### config.mk
export PLATFORM = sky130hd
export DESIGN_NAME = dual_stack_shared_memory
export DESIGN_NICKNAME = d
export VERILOG_FILES = /design/src/rtl/core/dssm_pkg.sv /design/src/rtl/core/dssm_ram.sv /design/src/rtl/core/dssm_ctrl.sv /design/src/rtl/core/dssm_dp.sv /design/src/rtl/core/dual_stack_shared_memory.sv
export SDC_FILE = /design/constraint.sdc
export NUM_CORES = 1
export LEC_CHECK = 0
export BUFFER_PORTS_ARGS = -buffer_cell sky130_fd_sc_hd__buf_2
export CORE_ASPECT_RATIO = 1.4
export CORE_MARGIN = 2
export CORE_UTILIZATION = 40
export DETAILED_ROUTE_END_ITERATION = 10
export PLACE_DENSITY = 0.68
export SLEW_MARGIN = 20
export SYNTH_ARGS = -nofsm -noshare
export SYNTH_HDL_FRONTEND = slang
export SYNTH_SLANG_ARGS = --single-unit
### constraint.sdc
create_clock -name i_clk -period 5.4 [get_ports i_clk]
set_input_delay 1.08 -clock i_clk [delete_from_list [all_inputs] [get_ports i_clk]]
set_output_delay 1.08 -clock i_clk [all_outputs]
set_load 0.1 [all_outputs]
### src/rtl/core/dssm_pkg.sv
// ============================================================================
// dssm_pkg
// Shared types and codes for the dual stack in one shared memory.
// ============================================================================
package dssm_pkg;

    // Field widths fixed by the stream payload
    localparam int unsigned WORD_W   = 32;
    localparam int unsigned CMD_W    = 2;
    localparam int unsigned STATUS_W = 2;
    localparam int unsigned COUNT_W  = 5;

    // Operation codes; the unused code behaves as a peek
    typedef enum logic [CMD_W-1:0] {
        CMD_PUSH = 2'd0,
        CMD_POP  = 2'd1,
        CMD_PEEK = 2'd2
    } t_cmd;

    // Result status codes
    typedef enum logic [STATUS_W-1:0] {
        STS_DONE  = 2'd0,
        STS_FULL  = 2'd1,
        STS_EMPTY = 2'd2
    } t_status;

    // Controller states
    typedef enum logic {
        ST_IDLE = 1'b0,
        ST_EXEC = 1'b1
    } t_state;

    // Commands from controller to datapath
    typedef struct packed {
        logic load;   // capture the input item and start the top-of-stack read
        logic exec;   // update the stack, write memory, load the result register
    } t_ctrl_cmd;

    // Status from datapath to controller
    typedef struct packed {
        logic out_free;   // result register is empty or drains this cycle
    } t_dp_stat;

endpackage

### src/rtl/core/dssm_ram.sv
// ============================================================================
// dssm_ram
// Generic simple dual-port RAM: one write port, one read port, registered read.
// ============================================================================
module dssm_ram #(
    parameter int unsigned WIDTH = 32,
    parameter int unsigned DEPTH = 16
) (
    input  logic                     i_clk,
    input  logic                     i_we,
    input  logic [$clog2(DEPTH)-1:0] i_waddr,
    input  logic [WIDTH-1:0]         i_wdata,
    input  logic                     i_re,
    input  logic [$clog2(DEPTH)-1:0] i_raddr,
    output logic [WIDTH-1:0]         o_rdata
);

    logic [WIDTH-1:0] r_mem [DEPTH];
    logic [WIDTH-1:0] r_rdata;

    // Write port
    always_ff @(posedge i_clk) begin
        if (i_we) begin
            r_mem[i_waddr] <= i_wdata;
        end
    end

    // Registered read port
    always_ff @(posedge i_clk) begin
        if (i_re) begin
            r_rdata <= r_mem[i_raddr];
        end
    end

    assign o_rdata = r_rdata;

endmodule

### src/rtl/core/dssm_ctrl.sv
// ============================================================================
// dssm_ctrl
// Two-state sequencer: accept an item, then execute it in the next cycle.
// ============================================================================
module dssm_ctrl (
    input  logic                i_clk,
    input  logic                i_rst_n,
    input  logic                i_in_valid,
    output logic                o_in_ready,
    input  dssm_pkg::t_dp_stat  i_stat,
    output dssm_pkg::t_ctrl_cmd o_cmd
);

    import dssm_pkg::*;

    t_state r_state;
    t_state n_state;

    // State register
    always_ff @(posedge i_clk) begin
        if (!i_rst_n) begin
            r_state <= ST_IDLE;
        end else begin
            r_state <= n_state;
        end
    end

    // Next state and commands
    always_comb begin
        n_state    = r_state;
        o_in_ready = 1'b0;
        o_cmd      = '0;
        case (r_state)
            ST_IDLE: begin
                // Take an item only when the result register will be free
                o_in_ready = i_stat.out_free;
                if (i_in_valid && i_stat.out_free) begin
                    o_cmd.load = 1'b1;
                    n_state    = ST_EXEC;
                end
            end
            ST_EXEC: begin
                o_cmd.exec = 1'b1;
                n_state    = ST_IDLE;
            end
            default: begin
                n_state = ST_IDLE;
            end
        endcase
    end

endmodule

### src/rtl/core/dssm_dp.sv
// ============================================================================
// dssm_dp
// Datapath: fill counters, shared word store, top selection, result register.
// ============================================================================
module dssm_dp #(
    parameter int unsigned DEPTH = 16
) (
    input  logic                              i_clk,
    input  logic                              i_rst_n,
    input  dssm_pkg::t_ctrl_cmd               i_cmd,
    output dssm_pkg::t_dp_stat                o_stat,
    input  logic [dssm_pkg::CMD_W-1:0]        i_op,
    input  logic                              i_sel,
    input  logic [dssm_pkg::WORD_W-1:0]       i_word,
    input  logic                              i_m_ready,
    output logic                              o_m_valid,
    output logic [dssm_pkg::STATUS_W-1:0]     o_status,
    output logic [dssm_pkg::WORD_W-1:0]       o_top,
    output logic [dssm_pkg::COUNT_W-1:0]      o_count_a,
    output logic [dssm_pkg::COUNT_W-1:0]      o_count_b
);

    import dssm_pkg::*;

    localparam int unsigned AW = $clog2(DEPTH);
    localparam int unsigned CW = $clog2(DEPTH + 1);
    localparam logic [CW:0] DEPTH_S = (CW + 1)'(DEPTH);
    localparam logic [CW:0] DEPTH_M1 = (CW + 1)'(DEPTH - 1);

    // Captured item
    logic [CMD_W-1:0]  r_op;
    logic              r_sel;
    logic [WORD_W-1:0] r_word;

    // Stack occupancy
    logic [CW-1:0] r_fill_a;
    logic [CW-1:0] n_fill_a;
    logic [CW-1:0] r_fill_b;
    logic [CW-1:0] n_fill_b;

    // Result register
    logic                r_out_valid;
    logic [STATUS_W-1:0] r_out_status;
    logic [WORD_W-1:0]   r_out_top;
    logic [CW-1:0]       r_out_fill_a;
    logic [CW-1:0]       r_out_fill_b;

    // Memory ports
    logic              ram_we;
    logic [AW-1:0]     ram_waddr;
    logic [AW-1:0]     ram_raddr;
    logic [WORD_W-1:0] ram_rdata;

    logic              is_pop_in;
    logic [CW:0]       raddr_a;
    logic [CW:0]       raddr_b;
    logic [CW:0]       waddr_b;
    logic [CW:0]       fill_sum;
    logic [CW-1:0]     fill_sel;
    t_status           exec_status;
    logic [WORD_W-1:0] exec_top;

    // Read address of the top after the operation: a pop reads one deeper
    assign is_pop_in = (i_op == CMD_POP);
    assign raddr_a   = {1'b0, r_fill_a} - (CW + 1)'(1) - (CW + 1)'(is_pop_in);
    assign raddr_b   = DEPTH_S - {1'b0, r_fill_b} + (CW + 1)'(is_pop_in);
    assign ram_raddr = i_sel ? raddr_b[AW-1:0] : raddr_a[AW-1:0];

    // Write address of a push
    assign waddr_b   = DEPTH_M1 - {1'b0, r_fill_b};
    assign ram_waddr = r_sel ? waddr_b[AW-1:0] : r_fill_a[AW-1:0];

    assign fill_sum = {1'b0, r_fill_a} + {1'b0, r_fill_b};
    assign fill_sel = r_sel ? r_fill_b : r_fill_a;

    // Execute the captured operation
    always_comb begin
        n_fill_a    = r_fill_a;
        n_fill_b    = r_fill_b;
        ram_we      = 1'b0;
        exec_status = STS_DONE;
        exec_top    = ram_rdata;
        case (r_op)
            CMD_PUSH: begin
                if (fill_sum >= DEPTH_S) begin
                    exec_status = STS_FULL;
                    if (fill_sel == '0) begin
                        exec_top = '1;
                    end
                end else begin
                    ram_we   = i_cmd.exec;
                    exec_top = r_word;
                    if (r_sel) begin
                        n_fill_b = r_fill_b + CW'(1);
                    end else begin
                        n_fill_a = r_fill_a + CW'(1);
                    end
                end
            end
            CMD_POP: begin
                if (fill_sel == '0) begin
                    exec_status = STS_EMPTY;
                    exec_top    = '1;
                end else begin
                    if (fill_sel == CW'(1)) begin
                        exec_top = '1;
                    end
                    if (r_sel) begin
                        n_fill_b = r_fill_b - CW'(1);
                    end else begin
                        n_fill_a = r_fill_a - CW'(1);
                    end
                end
            end
            default: begin
                // Peek, and the unused code
                if (fill_sel == '0) begin
                    exec_status = STS_EMPTY;
                    exec_top    = '1;
                end
            end
        endcase
    end

    dssm_ram #(
        .WIDTH (WORD_W),
        .DEPTH (DEPTH)
    ) u_ram (
        .i_clk   (i_clk),
        .i_we    (ram_we),
        .i_waddr (ram_waddr),
        .i_wdata (r_word),
        .i_re    (i_cmd.load),
        .i_raddr (ram_raddr),
        .o_rdata (ram_rdata)
    );

    // Capture the accepted item
    always_ff @(posedge i_clk) begin
        if (i_cmd.load) begin
            r_op   <= i_op;
            r_sel  <= i_sel;
            r_word <= i_word;
        end
    end

    // Advance the fill counters
    always_ff @(posedge i_clk) begin
        if (!i_rst_n) begin
            r_fill_a <= '0;
            r_fill_b <= '0;
        end else if (i_cmd.exec) begin
            r_fill_a <= n_fill_a;
            r_fill_b <= n_fill_b;
        end
    end

    // Result valid: set on execute, drop when taken
    always_ff @(posedge i_clk) begin
        if (!i_rst_n) begin
            r_out_valid <= 1'b0;
        end else if (i_cmd.exec) begin
            r_out_valid <= 1'b1;
        end else if (i_m_ready) begin
            r_out_valid <= 1'b0;
        end
    end

    // Result payload
    always_ff @(posedge i_clk) begin
        if (i_cmd.exec) begin
            r_out_status <= exec_status;
            r_out_top    <= exec_top;
            r_out_fill_a <= n_fill_a;
            r_out_fill_b <= n_fill_b;
        end
    end

    assign o_stat.out_free = !r_out_valid || i_m_ready;
    assign o_m_valid       = r_out_valid;
    assign o_status        = r_out_status;
    assign o_top           = r_out_top;
    assign o_count_a       = COUNT_W'(r_out_fill_a);
    assign o_count_b       = COUNT_W'(r_out_fill_b);

endmodule

### src/rtl/core/dual_stack_shared_memory.sv
// ============================================================================
// dual_stack_shared_memory
// Two LIFO stacks sharing one word store; stack A grows up, stack B down.
// ============================================================================
// Usage:
//   Input stream s_axis: tdata carries the word to push, tuser carries the
//   operation (push, pop, peek) and the stack select. Output stream m_axis:
//   tuser carries the status (done, full, empty), tdata the new top of the
//   addressed stack (all ones when empty) and both occupancy counts.
//   Each item gives exactly one result.
//   The top-of-stack read is launched in the accept cycle from the
//   current fill counts and the registered RAM read returns in the
//   execute cycle, where the counts update and the result register loads.
//   A new item is taken only after the previous one has executed, while
//   the receiver keeps up.
//   Stall: the result register holds until taken; s_axis_tready stays low
//   while a result waits and is not being taken in that cycle.
//   Reset (i_rst_n low, synchronous): both stacks empty, no result pending.
//   The word store itself is not cleared; only written entries reach the output.
// ============================================================================
module dual_stack_shared_memory #(
    parameter int unsigned DEPTH = 16
) (
    input  logic        i_clk,
    input  logic        i_rst_n,
    // Input items
    input  logic        s_axis_tvalid,
    output logic        s_axis_tready,
    input  logic [31:0] s_axis_tdata,   // [31:0] push_value
    input  logic [2:0]  s_axis_tuser,   // [1:0] cmd, [2] which_stack
    // Result items
    output logic        m_axis_tvalid,
    input  logic        m_axis_tready,
    output logic [47:0] m_axis_tdata,   // [31:0] top_value, [36:32] count_a,
                                        // [41:37] count_b, [47:42] zero
    output logic [1:0]  m_axis_tuser    // [1:0] status
);

    import dssm_pkg::*;

    t_ctrl_cmd         ctrl_cmd;
    t_dp_stat          dp_stat;
    logic [WORD_W-1:0] out_top;
    logic [COUNT_W-1:0] out_count_a;
    logic [COUNT_W-1:0] out_count_b;

    dssm_ctrl u_ctrl (
        .i_clk      (i_clk),
        .i_rst_n    (i_rst_n),
        .i_in_valid (s_axis_tvalid),
        .o_in_ready (s_axis_tready),
        .i_stat     (dp_stat),
        .o_cmd      (ctrl_cmd)
    );

    dssm_dp #(
        .DEPTH (DEPTH)
    ) u_dp (
        .i_clk     (i_clk),
        .i_rst_n   (i_rst_n),
        .i_cmd     (ctrl_cmd),
        .o_stat    (dp_stat),
        .i_op      (s_axis_tuser[1:0]),
        .i_sel     (s_axis_tuser[2]),
        .i_word    (s_axis_tdata),
        .i_m_ready (m_axis_tready),
        .o_m_valid (m_axis_tvalid),
        .o_status  (m_axis_tuser),
        .o_top     (out_top),
        .o_count_a (out_count_a),
        .o_count_b (out_count_b)
    );

    // Pack the result payload
    assign m_axis_tdata = {6'd0, out_count_b, out_count_a, out_top};

endmodule
==> impl_summary.txt <==
----------------------------------------------------
[Final layout]
  Antenna Diode Count ... 0
  Number of nets in the layout ... 1,342
  Share of layout cells above drive strength 1 ... 26.37%
  Utilization after layout ... 46.06%
  Number of filler cells placed in the layout ... 5,068
  Area added between synthesis and finish ... 13.67%

[Timing]
  TNS Setup ... 0 ns
  Setup violators final ... 0
  Count of final max-slew check failures ... 0
  Clock skew after layout ... 0.02954 ns
  Final hold violation count ... 0
  Max-slew headroom ... 25.86%
  Unrepaired setup endpoints after global routing ... no
  Actual transition at the worst max-transition pin ... 1.112 ns
  Final worst path period share ... 72.64%
  Min cycle time layout ... 3.923 ns
  Achievable Freq ... 0.2549 GHz

[Logic synthesis]
  EDFF count, synth ... 623
  Number of distinct library cells after synthesis ... 57
  Combinational family with the most area after synthesis ... multiplexers
  Mean instance size in the synthesized netlist ... 20.89 sq um
  Post-synthesis adder-cell area fraction ... 0.6069%
  Share of cell area taken by muxes after synthesis ... 15.94%
  Ys flop type ... sky130_fd_sc_hd__edfxtp_1
  Yosys warning count ... 0
  Synthesis-stage register bit count ... 635
  Fraction of synthesis flops using an asynchronous set or reset pin ... 0%
  Count of mapped cells out of synthesis ... 1,184
  Post-synthesis instance area ... 24,740 sq um
  Synth Area in Compound Gates ... 2.185%
  Simple-gate share of the synthesized area ... 2.458%
  Parity-gate share of the synthesized area counting xor and xnor cells ... 0.4249%
  Fraction of the yosys area taken by sequential cells ... 76.60%

[Die]
  Core ar. ... 61,050 sq um
  Die extent in x ... 214.2 um
  Initial core utilization ... 40.52%
  Area of the die ... 63,880 sq um
  Number of rows in the core area ... 107
  IO Pins ... 91
  Die height ... 298.2 um

[Clocking]
  Clock Sinks ... 635
  Post-CTS Setup Inserts ... 0
  Buffer depth of the longest clock path ... 3
  Post-CTS Resized ... 0
  Hold buffer count at cts ... 0
  TritonCTS clock tree ... done
  Worst-Skew Late Latency ... 0.60 ns
  CTS Root Buffer Type ... sky130_fd_sc_hd__clkbuf_16
  Clock edge transition at the registers on the reported setup and hold paths ... 0.06 ns
  Maximum level of the CTS H-tree ... 2
  CTS Buf Count ... 55

[Pwr]
  Psw ... 0.002381 W
  Sw frac ... 23.05%
  Sequential cell fraction of total power ... 54.6%
  Internal power consumption ... 0.007949 W
  P_leak ... 9.113 nW
  Proportion of power drawn by the clock network ... 37.0%
  Maximum VDD drop ... 280.6 uV
  Power per cell area ... 367.4 nW/um^2
  Part of the total power dissipated in combinational logic ... 8.5%

[Global routing]
  Number of antenna violations at the first check in global routing ... 0
  Total congestion overflow after global routing ... 0
  Wire length of the first global-routing pass ... 78.60 mm
  Via count of the first global-routing pass ... 12,332
  Maximum number of pins on one net before global-route repair ... 129
  Aggregate global-route resource usage ... 16.50%

[Run]
  Max Cap Viol ... 0

[Setup path]
  Cell-by-cell trace of the critical path ... ha_1 -> nor3_1 -> nand2_1 -> nor2_1 -> nand4_1 -> nor2_4 -> buf_4
  Required @ worst endpoint ... 5.67 ns
  Slowest-stage cell, CP ... sky130_fd_sc_hd__nor2_4
  Critical path arrival ... 4.19 ns
  Crit-path max cell delay ... 0.77 ns
  Critical setup path kind ... flop to flop
  Largest driver fanout on the critical path ... 17
  Critical Path End Type ... flop
  Category of the worst setup path launch point ... flop

[Detailed routing]
  Drt initial violations ... 1,100
  TritonRoute pass-1 iters ... 5
  DRC errors left ... 0
  Post-DRT Antenna Nets ... 0
  Length of routed wiring on met1 ... 21.80 mm
  Sum of met2 wire segment lengths after detailed routing ... 27.09 mm
  Uppermost layer routed ... met4
  Count of vias placed by the detailed router ... 11,792
  Total met3 wirelength after detailed routing ... 2.802 mm
  Per-cell routed wire length ... 24.64 um
  Vias per Instance ... 5.480
  DRT Wirelength ... 53.02 mm

[Worst hold path]
  Class of the most critical hold timing path ... flop to flop

[Status]
  Result of the run ... completed

[Place]
  Port bufs ... 84
  Gpl congestion ... 0.8737
  Half-perimeter wire length after placement ... 27.70 mm

----------------------------------------------------
[worst max-delay path, delay by kind of cell (launching register included)]
kind	cells	cell delay, ns
adders and majority gates	1	0.26
DFF	1	0.43
and+or+nand+nor	5	2.53
buffers and inverters	1	0.36
[stage by stage]
| stage | power (W) | hold slack (ns) | cells | cell area, sq um | setup slack [ns] |
|---|---|---|---|---|---|
| after floorplan | 0.006394 | 0.4825 | 1189 | 24760 | 0.5364 |
| after global placement | 0.006617 | 0.4964 | 2051 | 26400 | 1.565 |
| after detailed placement | 0.006630 | 0.5216 | 2051 | 26400 | 1.517 |
| after CTS | 0.01041 | 0.5357 | 2152 | 28120 | 1.486 |
| after global routing | 0.01063 | 0.5581 | 2152 | 28120 | 1.267 |
| final | 0.01033 | 0.5375 | 2152 | 28120 | 1.477 |
[power groups by stage]
stage	Combinational [W]	Clock (W)	Sequential (W)
finish	0.000875	0.00382	0.00564
global route	0.000934	0.00405	0.00565
CTS	0.000890	0.00389	0.00564
detailed placement	0.000887	0	0.00574
global placement	0.000881	0	0.00574
floorplan	0.000584	0	0.00581
[cells by family (layout without fill, tap and decap cells)]
logic type | after synthesis | count (layout)
other cells | 1 | 6
buf+inv | 83 | 229
compound gates | 78 | 78
simple gates | 129 | 129
xor+xnor | 12 | 12
fa+ha+maj | 12 | 12
mux | 234 | 234
flops | 635 | 635
[cell usage after synthesis, types with 5 or more instances]
cell / number / share of area (%)
sky130_fd_sc_hd__a21oi_1: 5 / 0.10
sky130_fd_sc_hd__a31oi_1: 6 / 0.15
sky130_fd_sc_hd__buf_2: 36 / 0.73
sky130_fd_sc_hd__buf_4: 17 / 0.52
sky130_fd_sc_hd__clkbuf_1: 11 / 0.17
sky130_fd_sc_hd__dfxtp_1: 12 / 0.97
sky130_fd_sc_hd__edfxtp_1: 623 / 76
sky130_fd_sc_hd__ha_1: 12 / 0.61
sky130_fd_sc_hd__inv_1: 10 / 0.15
sky130_fd_sc_hd__mux2i_1: 106 / 4.3
sky130_fd_sc_hd__mux4_2: 128 / 12
sky130_fd_sc_hd__nand2_1: 52 / 0.79
sky130_fd_sc_hd__nand2b_1: 9 / 0.23
sky130_fd_sc_hd__nand3_1: 6 / 0.12
sky130_fd_sc_hd__nand4_1: 7 / 0.18
sky130_fd_sc_hd__nor2_1: 29 / 0.44
sky130_fd_sc_hd__nor3_1: 7 / 0.14
sky130_fd_sc_hd__o22ai_1: 33 / 0.83
sky130_fd_sc_hd__xnor2_1: 8 / 0.28
[state kept, by name, indices dropped and copies added, names as in the netlist]
signal and cells:
u_ctrl.r_state 1, u_dp.o_count_a 5, u_dp.o_count_b 5, u_dp.o_m_valid 1, u_dp.o_status 2, u_dp.o_top 32, u_dp.r_fill_a 5, u_dp.r_fill_b 5
u_dp.r_op 2, u_dp.r_sel 1, u_dp.r_word 32, u_dp.u_ram.o_rdata 32, u_dp.u_ram.r_mem 512
[area by class of cell]
| class | instances | area [sq um] | share of cell area, % |
|---|---|---|---|
| timing repair buffer | 116 | 823.3 | 2.928 |
| inverter | 12 | 45.04 | 0.1602 |
| clock inverter | 35 | 304.0 | 1.081 |
| multi-input combinational | 471 | 5555 | 19.76 |
| tap | 817 | 1022 | 3.635 |
| clock buffer | 66 | 1418 | 5.041 |
| sequential | 635 | 18950 | 67.40 |
[path summary, 6_finish.rpt]
kind                            cells past startpoint  slack [ns]              startpoint                       to
worst max register to register                      7        1.48        u_dp.r_fill_b[4]  u_dp.u_ram.r_mem[1][15]
worst max-delay path                                7        1.48        u_dp.r_fill_b[4]  u_dp.u_ram.r_mem[1][15]
worst min-delay path                                2        0.54  u_dp.u_ram.o_rdata[20]           u_dp.o_top[20]
worst min register to register                      2        0.54  u_dp.u_ram.o_rdata[20]           u_dp.o_top[20]
[placed cells by master (no fill, tap or decap), drive strengths merged, types with 12 or more instances in the layout]
cell	instances
edfxtp	623
inv	12
mux2i	106
clkinv	24
nor2	29
o22ai	34
clkbuf	66
mux4	128
nand2	52
ha	12
dfxtp	12
buf	116
[layer usage]
metal	GRT usage (%)	up-vias
met3	1.899	81
met1	21.76	6219
met2	28.66	419
met5	0	-
met4	5.324	0
li1	-	5073
Note: power is estimated with default switching activity, not from simulation.
